[src/design/pculo_pkg.sv]
// ----------------------------------------------------------------------------
// pculo_pkg
// shared types and constants of the pcm unpack / left justify / oversample unit
// ----------------------------------------------------------------------------
package pculo_pkg;

   // frame and repeat limits
   localparam int MAX_CHANNELS   = 8;
   localparam int MAX_OVERSAMPLE = 8;

   // field and register widths
   localparam int SAMPLE_BYTES_W = 2;
   localparam int FACTOR_W       = 4;
   localparam int COUNT_W        = 4;
   localparam int CHANNEL_W      = 3;
   localparam int REPEAT_W       = $clog2(MAX_OVERSAMPLE) < 1 ? 1 : $clog2(MAX_OVERSAMPLE);
   localparam int CSR_INDEX_W    = 2;
   localparam int CSR_DATA_W     = 4;

   // register indexes
   localparam logic [CSR_INDEX_W-1:0] CSR_SAMPLE_BYTES      = 2'd0;
   localparam logic [CSR_INDEX_W-1:0] CSR_OVERSAMPLE_FACTOR = 2'd1;
   localparam logic [CSR_INDEX_W-1:0] CSR_CHANNEL_COUNT     = 2'd2;

   // register reset values
   localparam logic [SAMPLE_BYTES_W-1:0] SAMPLE_BYTES_RESET = 2'd3;
   localparam logic [FACTOR_W-1:0]       FACTOR_RESET       = 4'd1;
   localparam logic [COUNT_W-1:0]        COUNT_RESET        = 4'd2;

   // bytes per sample code for 24-bit input
   localparam logic [SAMPLE_BYTES_W-1:0] SAMPLE_BYTES_24 = 2'd3;

   typedef struct packed {
      logic [7:0] data_byte;
      logic       block_end;
   } req_payload_type;

   typedef struct packed {
      logic signed [31:0]     sample_word;
      logic [CHANNEL_W-1:0]   channel_index;
      logic                   last;
   } rsp_payload_type;

   // controller to datapath
   typedef struct packed {
      logic accept;
      logic load_direct;
      logic start_emit;
      logic emit_step;
   } cmd_type;

   // datapath to controller
   typedef struct packed {
      logic sample_done;
      logic os_one;
      logic frame_done;
      logic emit_last;
      logic out_free;
   } status_type;

   typedef enum logic [0:0] {
      ST_IDLE,
      ST_EMIT
   } state_type;

endpackage

[src/design/pculo_ctrl.sv]
// ----------------------------------------------------------------------------
// pculo_ctrl
// sequencer: takes bytes, then walks the stored frame for oversampled output
// ----------------------------------------------------------------------------
module pculo_ctrl (
   input  logic                  clock,
   input  logic                  reset,
   input  logic                  req_valid,
   output logic                  req_ready,
   input  pculo_pkg::status_type status,
   output pculo_pkg::cmd_type    cmd
);

   pculo_pkg::state_type state_ff;
   pculo_pkg::state_type state_in;

   always_ff @(posedge clock) begin
      if (reset) begin
         state_ff <= pculo_pkg::ST_IDLE;
      end else begin
         state_ff <= state_in;
      end
   end

   always_comb begin
      state_in          = state_ff;
      req_ready         = 1'b0;
      cmd.accept        = 1'b0;
      cmd.load_direct   = 1'b0;
      cmd.start_emit    = 1'b0;
      cmd.emit_step     = 1'b0;
      case (state_ff)
         pculo_pkg::ST_IDLE: begin
            // a byte that completes a sample at factor one needs the output slot
            req_ready  = !(status.sample_done && status.os_one) || status.out_free;
            cmd.accept = req_valid && req_ready;
            if (cmd.accept && status.sample_done) begin
               if (status.os_one) begin
                  cmd.load_direct = 1'b1;
               end else if (status.frame_done) begin
                  cmd.start_emit = 1'b1;
                  state_in       = pculo_pkg::ST_EMIT;
               end
            end
         end
         pculo_pkg::ST_EMIT: begin
            if (status.out_free) begin
               cmd.emit_step = 1'b1;
               if (status.emit_last) begin
                  state_in = pculo_pkg::ST_IDLE;
               end
            end
         end
         default: begin
            state_in = pculo_pkg::ST_IDLE;
         end
      endcase
   end

endmodule

[src/design/pculo_datapath.sv]
// ----------------------------------------------------------------------------
// pculo_datapath
// byte assembly, frame store, repeat counters, registers and output word
// ----------------------------------------------------------------------------
module pculo_datapath (
   input  logic                                   clock,
   input  logic                                   reset,
   input  pculo_pkg::req_payload_type             req_payload,
   output logic                                   rsp_valid,
   input  logic                                   rsp_ready,
   output pculo_pkg::rsp_payload_type             rsp_payload,
   input  logic                                   csr_write_enable,
   input  logic [pculo_pkg::CSR_INDEX_W-1:0]      csr_index,
   input  logic [pculo_pkg::CSR_DATA_W-1:0]       csr_write_data,
   input  pculo_pkg::cmd_type                     cmd,
   output pculo_pkg::status_type                  status
);

   // configuration registers
   logic [pculo_pkg::SAMPLE_BYTES_W-1:0] sample_bytes_ff;
   logic [pculo_pkg::FACTOR_W-1:0]       factor_ff;
   logic [pculo_pkg::COUNT_W-1:0]        count_ff;

   // assembly state
   logic [15:0]                     partial_ff,  partial_in;
   logic [1:0]                      byte_pos_ff, byte_pos_in;
   logic [pculo_pkg::CHANNEL_W-1:0] chan_pos_ff, chan_pos_in;

   // emission counters
   logic [pculo_pkg::CHANNEL_W-1:0] emit_ch_ff,  emit_ch_in;
   logic [pculo_pkg::REPEAT_W-1:0]  emit_rep_ff, emit_rep_in;

   logic [31:0] frame_store [pculo_pkg::MAX_CHANNELS];

   logic                        rsp_valid_ff, rsp_valid_in;
   pculo_pkg::rsp_payload_type  rsp_payload_ff, rsp_payload_in;

   logic                           is_24bit;
   logic [pculo_pkg::FACTOR_W-1:0] factor_eff;
   logic [pculo_pkg::COUNT_W-1:0]  count_eff;
   logic [31:0]                    word;
   logic                           ch_wrap;

   always_comb begin
      is_24bit = sample_bytes_ff == pculo_pkg::SAMPLE_BYTES_24;

      if (factor_ff == '0) begin
         factor_eff = pculo_pkg::FACTOR_W'(1);
      end else if (factor_ff > pculo_pkg::FACTOR_W'(pculo_pkg::MAX_OVERSAMPLE)) begin
         factor_eff = pculo_pkg::FACTOR_W'(pculo_pkg::MAX_OVERSAMPLE);
      end else begin
         factor_eff = factor_ff;
      end

      if (count_ff == '0) begin
         count_eff = pculo_pkg::COUNT_W'(1);
      end else if (count_ff > pculo_pkg::COUNT_W'(pculo_pkg::MAX_CHANNELS)) begin
         count_eff = pculo_pkg::COUNT_W'(pculo_pkg::MAX_CHANNELS);
      end else begin
         count_eff = count_ff;
      end

      // left justify: newest byte on top, gathered bytes below, zeros at the bottom
      if (is_24bit) begin
         word = {req_payload.data_byte, partial_ff, 8'h00};
      end else begin
         word = {req_payload.data_byte, partial_ff[7:0], 16'h0000};
      end

      status.sample_done = is_24bit ? (byte_pos_ff >= 2'd2) : (byte_pos_ff >= 2'd1);
      status.os_one      = factor_eff == pculo_pkg::FACTOR_W'(1);
      status.frame_done  = (pculo_pkg::COUNT_W'(chan_pos_ff) + pculo_pkg::COUNT_W'(1))
                           >= count_eff;
      ch_wrap            = pculo_pkg::COUNT_W'(emit_ch_ff) == count_eff - pculo_pkg::COUNT_W'(1);
      status.emit_last   = ch_wrap && (pculo_pkg::FACTOR_W'(emit_rep_ff)
                           == factor_eff - pculo_pkg::FACTOR_W'(1));
      status.out_free    = !rsp_valid_ff || rsp_ready;
   end

   always_comb begin
      partial_in     = partial_ff;
      byte_pos_in    = byte_pos_ff;
      chan_pos_in    = chan_pos_ff;
      emit_ch_in     = emit_ch_ff;
      emit_rep_in    = emit_rep_ff;
      rsp_valid_in   = rsp_valid_ff && !rsp_ready;
      rsp_payload_in = rsp_payload_ff;

      if (cmd.accept) begin
         if (!status.sample_done) begin
            partial_in  = partial_ff | ({8'h00, req_payload.data_byte} << {byte_pos_ff[0], 3'b000});
            byte_pos_in = byte_pos_ff + 2'd1;
         end else begin
            partial_in  = '0;
            byte_pos_in = '0;
            chan_pos_in = status.frame_done ? '0 : chan_pos_ff + pculo_pkg::CHANNEL_W'(1);
         end
         if (req_payload.block_end) begin
            partial_in  = '0;
            byte_pos_in = '0;
            chan_pos_in = '0;
         end
      end

      if (cmd.load_direct) begin
         rsp_valid_in               = 1'b1;
         rsp_payload_in.sample_word = word;
         rsp_payload_in.channel_index = chan_pos_ff;
         rsp_payload_in.last        = 1'b1;
      end

      if (cmd.start_emit) begin
         emit_ch_in  = '0;
         emit_rep_in = '0;
      end

      // sample word of a burst step is read from the frame store in the clocked block
      if (cmd.emit_step) begin
         rsp_valid_in                 = 1'b1;
         rsp_payload_in.channel_index = emit_ch_ff;
         rsp_payload_in.last          = status.emit_last;
         if (ch_wrap) begin
            emit_ch_in  = '0;
            emit_rep_in = emit_rep_ff + pculo_pkg::REPEAT_W'(1);
         end else begin
            emit_ch_in  = emit_ch_ff + pculo_pkg::CHANNEL_W'(1);
         end
      end
   end

   always_ff @(posedge clock) begin
      if (reset) begin
         sample_bytes_ff <= pculo_pkg::SAMPLE_BYTES_RESET;
         factor_ff       <= pculo_pkg::FACTOR_RESET;
         count_ff        <= pculo_pkg::COUNT_RESET;
         partial_ff      <= '0;
         byte_pos_ff     <= '0;
         chan_pos_ff     <= '0;
         emit_ch_ff      <= '0;
         emit_rep_ff     <= '0;
         rsp_valid_ff    <= 1'b0;
      end else begin
         if (csr_write_enable) begin
            case (csr_index)
               pculo_pkg::CSR_SAMPLE_BYTES: begin
                  sample_bytes_ff <= csr_write_data[pculo_pkg::SAMPLE_BYTES_W-1:0];
               end
               pculo_pkg::CSR_OVERSAMPLE_FACTOR: begin
                  factor_ff <= csr_write_data[pculo_pkg::FACTOR_W-1:0];
               end
               pculo_pkg::CSR_CHANNEL_COUNT: begin
                  count_ff <= csr_write_data[pculo_pkg::COUNT_W-1:0];
               end
               default: begin
               end
            endcase
         end
         partial_ff   <= partial_in;
         byte_pos_ff  <= byte_pos_in;
         chan_pos_ff  <= chan_pos_in;
         emit_ch_ff   <= emit_ch_in;
         emit_rep_ff  <= emit_rep_in;
         rsp_valid_ff <= rsp_valid_in;
      end
   end

   // payload storage, no reset
   always_ff @(posedge clock) begin
      if (cmd.emit_step) begin
         rsp_payload_ff.sample_word <= frame_store[emit_ch_ff];
      end else begin
         rsp_payload_ff.sample_word <= rsp_payload_in.sample_word;
      end
      rsp_payload_ff.channel_index <= rsp_payload_in.channel_index;
      rsp_payload_ff.last          <= rsp_payload_in.last;
      if (cmd.accept && status.sample_done) begin
         frame_store[chan_pos_ff] <= word;
      end
   end

   assign rsp_valid   = rsp_valid_ff;
   assign rsp_payload = rsp_payload_ff;

   // a new word never lands on top of one still waiting
   a_emit_free : assert property (@(posedge clock) disable iff (reset)
      cmd.emit_step |-> status.out_free)
      else $error("emit step while output word pending");

   a_direct_free : assert property (@(posedge clock) disable iff (reset)
      cmd.load_direct |-> status.out_free)
      else $error("direct load while output word pending");

   // after the final word of a burst the channel walk is back at zero
   a_burst_wrap : assert property (@(posedge clock) disable iff (reset)
      (cmd.emit_step && status.emit_last) |=> (emit_ch_ff == '0 && rsp_payload_ff.last))
      else $error("burst end did not wrap channel counter");

   // an accepted byte with block end leaves no partial sample or frame behind
   a_block_end : assert property (@(posedge clock) disable iff (reset)
      (cmd.accept && req_payload.block_end) |=>
         (byte_pos_ff == '0 && chan_pos_ff == '0 && partial_ff == '0))
      else $error("block end left partial state");

endmodule

[src/design/pcm_unpack_left_justify_oversample_unit.sv]
// ----------------------------------------------------------------------------
// pcm_unpack_left_justify_oversample_unit
// pcm byte stream to left-justified 32-bit samples with zero-order-hold repeat
// ----------------------------------------------------------------------------
// usage
//  - req channel carries one raw pcm word a transfer: a byte plus block end flag
//  - rsp channel carries one sample word a transfer with its channel and last flag
//  - csr port: write enable, index, data; user writes only while the unit is idle, not enforced
//  - a byte that only gathers, or completes a sample at factor one, is taken
//    with no burst; a completed sample leaves via the output register next cycle
//  - at factor above one, the byte closing a frame starts a burst of
//    factor x channels words from the frame store, one per cycle while the output
//    slot is free; no byte is taken during the burst
//  - the output register sets the pace: one word per cycle at most
//  - a stalled receiver holds the output word; bytes that produce no word are
//    still taken; at factor one a byte that would produce one waits for a free slot
//  - synchronous reset clears counters, gathered bytes and the output valid, and
//    restores 24-bit samples, factor one, two channels; the frame store keeps
//    whatever it held and entries count only once written
// ----------------------------------------------------------------------------
module pcm_unpack_left_justify_oversample_unit (
   input  logic                              clock,
   input  logic                              reset,
   // byte input
   input  logic                              req_valid,
   output logic                              req_ready,
   input  pculo_pkg::req_payload_type        req_payload,
   // sample output
   output logic                              rsp_valid,
   input  logic                              rsp_ready,
   output pculo_pkg::rsp_payload_type        rsp_payload,
   // register writes
   input  logic                              csr_write_enable,
   input  logic [pculo_pkg::CSR_INDEX_W-1:0] csr_index,
   input  logic [pculo_pkg::CSR_DATA_W-1:0]  csr_write_data
);

   // command and status between sequencer and datapath
   pculo_pkg::cmd_type    cmd;
   pculo_pkg::status_type status;

   // sequencer: byte intake and burst walk
   pculo_ctrl u_ctrl (
      .clock     (clock),
      .reset     (reset),
      .req_valid (req_valid),
      .req_ready (req_ready),
      .status    (status),
      .cmd       (cmd)
   );

   // datapath: assembly, frame store, output register, csr
   pculo_datapath u_datapath (
      .clock            (clock),
      .reset            (reset),
      .req_payload      (req_payload),
      .rsp_valid        (rsp_valid),
      .rsp_ready        (rsp_ready),
      .rsp_payload      (rsp_payload),
      .csr_write_enable (csr_write_enable),
      .csr_index        (csr_index),
      .csr_write_data   (csr_write_data),
      .cmd              (cmd),
      .status           (status)
   );

endmodule

[config.mk]
export PLATFORM = sky130hd
export DESIGN_NAME = pcm_unpack_left_justify_oversample_unit
export DESIGN_NICKNAME = d
export VERILOG_FILES = /design/src/design/pculo_pkg.sv /design/src/design/pculo_ctrl.sv /design/src/design/pculo_datapath.sv /design/src/design/pcm_unpack_left_justify_oversample_unit.sv
export SDC_FILE = /design/constraint.sdc
export NUM_CORES = 1
export LEC_CHECK = 0
export ABC_CLOCK_PERIOD_IN_PS = 6800
export BUFFER_PORTS_ARGS = -buffer_cell sky130_fd_sc_hd__buf_2
export CAP_MARGIN = 40
export CORE_ASPECT_RATIO = 0.8
export CORE_UTILIZATION = 55
export CTS_CLUSTER_SIZE = 14
export DETAILED_ROUTE_END_ITERATION = 10
export GPL_ROUTABILITY_DRIVEN = 0
export PLACE_DENSITY_LB_ADDON = 0.15
export SYNTH_ARGS = -nofsm -noshare
export SYNTH_HDL_FRONTEND = slang
export SYNTH_HIERARCHICAL = 1
export SYNTH_SLANG_ARGS = --single-unit
[constraint.sdc]
create_clock -name clock -period 6.8 [get_ports clock]
set_clock_uncertainty 0.1 [all_clocks]
set_input_delay 1.36 -clock clock [delete_from_list [all_inputs] [get_ports clock]]
set_output_delay 1.36 -clock clock [all_outputs]
set_load 0.005 [all_outputs]
==> results of run 1 <==
==> power by group through the flow <==
stage          Sequential, mW  Clock, mW  Combinational [mW]
2_1_floorplan            1.81          0              0.0887
3_3_place_gp             1.81          0               0.130
3_5_place_dp             1.81          0               0.136
4_1_cts                  1.78       1.37               0.137
5_1_grt                  1.78       1.43               0.151
6_report                 1.78       1.35               0.137
==> cells by family after synthesis <==
family,Yosys count,synth area share (%)
xor+xnor,8,0.736
fa+ha+maj,13,1.54
mux,89,14.3
compound gates,74,4.41
simple gates,124,5.88
flops,262,70.7
other cells,1,0.0356
buf+inv,51,2.43
==> routing by layer <==
layer / GRT usage, % / wire, um
met1: 33.0 / 9520
met3: 3.03 / 1260
met4: 6.75 / 529
met5: 0 / 0
met2: 33.2 / 9380
==> worst min-delay path: stages (launching register included) <==
cell,delay (ns)
dfxtp_1,0.33
a21oi_1,0.04
nor2_1,0.07
==> layout make-up <==
| cell class | count | area, sq um | share of cell area (%) |
|---|---|---|---|
| Multi-Input combinational cell | 316 | 2900 | 24.3 |
| Clock inverter | 10 | 71.3 | 0.599 |
| Sequential cell | 262 | 7450 | 62.6 |
| Clock buffer | 38 | 737 | 6.19 |
| Tap cell | 253 | 317 | 2.66 |
| Timing Repair Buffer | 64 | 378 | 3.17 |
| Inverter | 14 | 52.6 | 0.441 |
==> per-stage QoR <==
step	worst slack [ns]	instance area, sq um	std cells
after global placement	2.54	11100	907
final	2.89	11900	957
after floorplan	1.44	10600	629
after CTS	2.92	11900	957
after global routing	2.77	11900	957
after detailed placement	2.39	11100	909
==> synth_stat cells (2+ instances only) <==
master	instances
mux2i_1	30
nand3b_1	4
xor2_1	2
edfxtp_1	220
nand2b_1	9
buf_2	9
a21oi_1	46
nor2b_1	6
nand2_1	11
nor2_1	62
dfxtp_1	42
xnor2_1	5
o21ba_1	2
ha_1	13
nor4_1	3
buf_6	2
and3_1	10
a32o_1	2
buf_4	10
a211o_1	4
mux4_2	48
a31oi_1	3
nor3b_1	4
inv_1	14
clkbuf_1	15
o21ai_0	4
mux2_2	10
nor3_1	7
==> state kept, by name (all words and copies together), names as in the netlist, 3 cells and up, named ones only <==
register / flops
u_datapath/emit_rep_ff: 3
u_datapath/frame_store: 192
u_datapath/rsp_payload: 28
u_datapath/chan_pos_ff: 3
u_datapath/emit_ch_ff: 3
u_datapath/factor_ff: 4
u_datapath/partial_ff: 16
u_datapath/count_ff: 4
==> worst paths after layout <==
kind	from	to	depth (start not counted)
max	rsp_ready	u_datapath/frame_store[6][11]$_DFFE_PP_	8
min	u_datapath/partial_ff[12]$_SDFFE_PP0P_	u_datapath/partial_ff[12]$_SDFFE_PP0P_	2
max reg2reg	u_datapath/byte_pos_ff[0]$_SDFFE_PP0P_	u_datapath/frame_store[6][11]$_DFFE_PP_	9
min reg2reg	u_datapath/partial_ff[12]$_SDFFE_PP0P_	u_datapath/partial_ff[12]$_SDFFE_PP0P_	2
==> impl_results.md, run 1 <==
- Final hold slack: 0.367 ns
- CP arrival: between 4 and 5 ns
- Slew Viols, Final: 0
- Kind of cell adding the most delay to the critical path: compound AO/OA/AOI/OAI gates
- DIE AREA: 19700 sq um
- Syn. warnings: 6
- Global-route wire length before repair: 31900 um
- Die Y: 126 um
- Post-layout min period: ~3.9 ns
- Most frequent cells in the layout: edfxtp_1 (220), nor2_1 (61), buf_2 (49)
- Total wire length: 20700 um
- Std cell rows: 44
- Sw frac: 20.2%
- Slowest stage delay, CP: 0.73 ns
- Pwr/cell area: 274 nW/um^2
- Main synth FF type: edfxtp_1
- DRT antenna net count: 0
- Clock Path Buffers: 3
- Worst-path fanout max: 15
- Skew-Pair Late Insertion Delay: 0.52 ns
- Largest net degree at the start of global routing: 64
- DRT iter0 DRCs: 424
- Post-cts resize count: 0
- FFs w/ async S/R, synth: 0%
- Final setup violation count: 0
- Fin util: between 60% and 70%
- CTS Sinks: 262
- Int Pwr: 2.60 mW
- Worst-path cell chain: buf_2 -> nand2b_1 -> inv_1 -> a311oi_1 -> inv_1 -> a211o_1 -> nor3_2 -> buf_4
- Clock power frac: 41.3%
- Num ports: 58
- Area leader, netlist: edfxtp_1
- Most common cell after layout, fill and taps aside: edfxtp_1
- Total track usage: 21.8%
- Clk pin slew, worst setup/hold paths: 0.06 ns
- Number of fillers in the final layout: 1284
- Reg power frac: 54.5%
- N_diodes: 0
- Port Buf Inserts: 49
- Flops & latches, synth: 262
- Worst-path cell with the longest stage delay: nor3_2
- Setup TNS: 0 ns
- EDFF count, synth: 220
- Clk root buf: clkbuf_16
- WP buf/inv: 4
- DP Wirelength: ~13000 um
- Final worst path period share: 57.5%
- Post-CTS Setup Bufs: 0
- Comb power frac: 4.2%
- Ranking of synthesized cells by area: edfxtp_1 (63%), mux4_2 (10%), dfxtp_1 (8.0%), mux2i_1 (2.9%), nor2_1 (2.2%)
- Routed WL per cell: 21.6 um
- Via Count: 5585
- CP dominant cell by count: inv_1
- Seq/Total Area, Yosys: 70.7%
- NetSw: 0.658 mW
- Remaining DRCs: 0
- Tightest Pin Transition: approximately 0.97 ns
- Max_slew headroom: roughly 34%
- Share of cells above drive strength 1: 25.0%
- Layout Nets: 717
- Antenna violations before repair: 0
- Synth top area share: 62.7%
- Worst Path Class, Setup: input pin to flip-flop
- Syn avg cell area: between 15 and 20 sq um
- Register-to-register setup slack: just under 3 ns
- Pleak: 4.05 nW
- RSZ-0062 raised after global routing: no
- Library cells used by synthesis: 53
- Vias per cell: 5.84
- Layout area overhead: 13.0%
- Hold Crit Class: flip-flop to flip-flop
- Post-CTS Hold Fix Bufs: 0
- Status: finished, final reports clean
- Final Power: between 3 and 4 mW
- Critical Path Start Type: input pin
- Worst Path Required: 6.90 ns
- Max Clock Freq: 256 MHz
- Initial Utilization: 57.1%
- H-tree levels: 1
- CP Capture Type: flip-flop
- Vias in the first global route: 5537
- Cell Area, Synth: 10500 sq um
- Die W: 157 um
- Post-Syn Instances: 622
- DR pass1 iterations: 5
- CTS tree: built
- Core Region: 18400 sq um
- Final Hold Fails: 0
- VDD IR-drop max: between 0.15 and 0.2 mV
- Clock buffer count from CTS: 26
- # Max-Cap Violations: 0
- GRT overflow: 0
(Power assumes the default switching activity.)
==> inputs of run 2 (changes only) <==
--- a/config.mk
+++ b/config.mk
@@ -5,7 +5,7 @@
 export SDC_FILE = /design/constraint.sdc
 export NUM_CORES = 1
 export LEC_CHECK = 0
-export ABC_CLOCK_PERIOD_IN_PS = 6800
+export ABC_CLOCK_PERIOD_IN_PS = 3800
 export BUFFER_PORTS_ARGS = -buffer_cell sky130_fd_sc_hd__buf_2
 export CAP_MARGIN = 40
 export CORE_ASPECT_RATIO = 0.8
==> constraint.sdc (replaced) <==
create_clock -name clock -period 3.8 [get_ports clock]
set_clock_uncertainty 0.1 [all_clocks]
set_input_delay 0.76 -clock clock [delete_from_list [all_inputs] [get_ports clock]]
set_output_delay 0.76 -clock clock [all_outputs]
set_load 0.005 [all_outputs]
==> impl_results.md, run 2 (same netlist as run 1, synthesis figures left out) <==
- Die W: 157 um (unchanged)
- DP Wirelength: 13000 um (+2.8%)
- DRT iter0 DRCs: 409 (-3.5%)
- # Max-Cap Violations: 0 (unchanged)
- Clock Path Buffers: 3 (unchanged)
- Routed WL per cell: 21.7 um (+0.50%)
- H-tree levels: 1 (unchanged)
- Hold path start: csr_write_data[1]
- Slew Viols, Final: 0 (unchanged)
- RSZ-0062 raised after global routing: no
- Final worst path period share: 87.7%
- Clk pin slew, worst setup/hold paths: 0.06 ns (about the same)
- Vias per cell: 5.73 (-1.7%)
- CP Capture Type: flip-flop
- Post-CTS Setup Bufs: 0 (unchanged)
- Remaining DRCs: 0 (unchanged)
- Post-cts resize count: 0 (unchanged)
- Worst Path Class, Setup: flip-flop to flip-flop
- DRT antenna net count: 0 (unchanged)
- CP arrival: 3.64 ns (-0.37 ns)
- Hold Crit Class: input pin to flip-flop
- Status: finished, final reports clean
- Pwr/cell area: 501 nW/um^2 (+83%)
- Top reg by flops: u_datapath/frame_store
- Layout Nets: 726 (+1.3%)
- Skew-Pair Late Insertion Delay: 0.52 ns (about the same)
- Max_slew headroom: 48.7% (+14 points)
- Via Count: 5539 (-0.82%)
- Largest net degree at the start of global routing: 38 (-41%)
- Total wire length: 21000 um (+1.4%)
- Layout area overhead: 14.6%
- Total track usage: 22.4% (+0.54 points)
- Final Hold Fails: 0 (unchanged)
- Most common cell after layout, fill and taps aside: edfxtp_1
- Final setup violation count: 0 (unchanged)
- VDD IR-drop max: 0.339 mV (+81%)
- Worst-path fanout max: 11 (-4)
- N_diodes: 0 (unchanged)
- CTS Sinks: 262 (unchanged)
- Initial Utilization: 57.1% (unchanged)
- Core Region: 18400 sq um (unchanged)
- Pleak: 4.14 nW (+2.3%)
- Worst r2r src: u_datapath/chan_pos_ff[1]$_SDFFE_PP0P_
- Launch point of the critical path: u_datapath/chan_pos_ff[1]$_SDFFE_PP0P_
- Max reg flops: 192 (unchanged)
- Non-Filler Instances: 966 (+0.94%)
- Tightest Pin Transition: 0.759 ns (-0.210 ns)
- Antenna violations before repair: 0 (unchanged)
- Max Clock Freq: around 300 MHz
- GRT overflow: 0 (unchanged)
- CTS tree: built
- Post-CTS Hold Fix Bufs: 0 (unchanged)
- Die Y: 126 um (unchanged)
- Std cell rows: 44 (unchanged)
- Final setup margin: 0.468 ns (-2.42 ns)
- Number of fillers in the final layout: 1319 (+2.7%)
- Num ports: 58 (unchanged)
- DIE AREA: 19700 sq um (unchanged)
- Worst Path Required: 4.11 ns (-2.79 ns)
- Cell total after placement: 918 (+0.99%)
- Clock buffer count from CTS: 26 (unchanged)
- Setup TNS: 0 ns (unchanged)
- Most frequent cells in the layout: edfxtp_1 (220), nor2_1 (61), buf_2 (49)
- Final hold slack: 0.368 ns (+0.00113 ns)
- Post-layout min period: 3.33 ns
- Vias in the first global route: 5609 (+1.3%)
- Clk root buf: clkbuf_16
- Port Buf Inserts: 49 (unchanged)
- Fin util: 65.4% (+0.91 points)
- DR pass1 iterations: 5 (unchanged)
- Global-route wire length before repair: 32600 um (+2.2%)
- Worst slack at placement: 0.513 ns (-1.88 ns)
- Critical Path Start Type: flip-flop
- Share of cells above drive strength 1: 26.8% (+1.8 points)
[run 2: changes by cell type in the layout (fill, tap and decap cells not counted)]
cell	previous run	this run
buf_4	14	23
clkbuf_1	9	4
clkbuf_8	2	5
clkinv_1	5	4
clkinv_2	3	5
nor3_2	3	1
nor3_4	0	2
nor3b_2	1	0
clkinvlp_4	1	0
bufinv_16	1	3
nor3b_4	0	1
[run 2: final cells by class]
class                      count  area (sq um)  area share, %
sequential                   262          7450           61.7
multi-input combinational    316          2910           24.1
clock buffer                  36           759           6.29
timing repair buffer          73           445           3.69
tap                          253           317           2.62
clock inverter                12           130           1.08
inverter                      14          52.6          0.435
[run 2: critical path, cell delays in order (launching register included)]
cell      delay (ns)
dfxtp_1         0.67
ha_1            0.37
ha_1            0.29
a21o_1          0.10
a21oi_1         0.09
nand2b_1        0.20
nand2b_1        0.10
nor4b_1         0.63
inv_1           0.19
o221a_1         0.31
o21ba_1         0.17
[run 2: final timing paths]
check,cells after the start,slack [ns],endpoint
hold reg to reg,2,0.37,u_datapath/partial_ff[11]$_SDFFE_PP0P_
setup / recovery,10,0.47,u_datapath/emit_rep_ff[2]$_SDFF_PP0_
hold / removal,2,0.37,u_datapath/sample_bytes_ff[1]$_SDFFE_PP1P_
setup reg to reg,10,0.47,u_datapath/emit_rep_ff[2]$_SDFF_PP0_
[run 2: routing by layer]
metal | GRT usage, % | routed length (um) | vias to the layer above | part of all wire, %
met5 | 0 | 0 | - | 0
met2 | 35.6 | 9980 | 122 | 48
met4 | 5.25 | 412 | 0 | 2.0
met1 | 33.1 | 9760 | 2842 | 46
met3 | 2.99 | 836 | 23 | 4.0
li1 | - | - | 2552 | -
[run 2: through the flow]
stage                     total power [mW]  cell area (sq um)
after floorplan                       3.39              10600
after global placement                3.47              11200
after detailed placement              3.48              11200
after CTS                             6.10              12100
after global routing                  6.24              12100
final                                 6.05              12100
[run 2: power by group]
| group | internal, mW | leakage (nW) | switching [mW] |
|---|---|---|---|
| Sequential | 3.16 | 2.37 | 0.0235 |
| Clock | 1.59 | 0.442 | 1.03 |
| Combinational | 0.0906 | 1.33 | 0.153 |
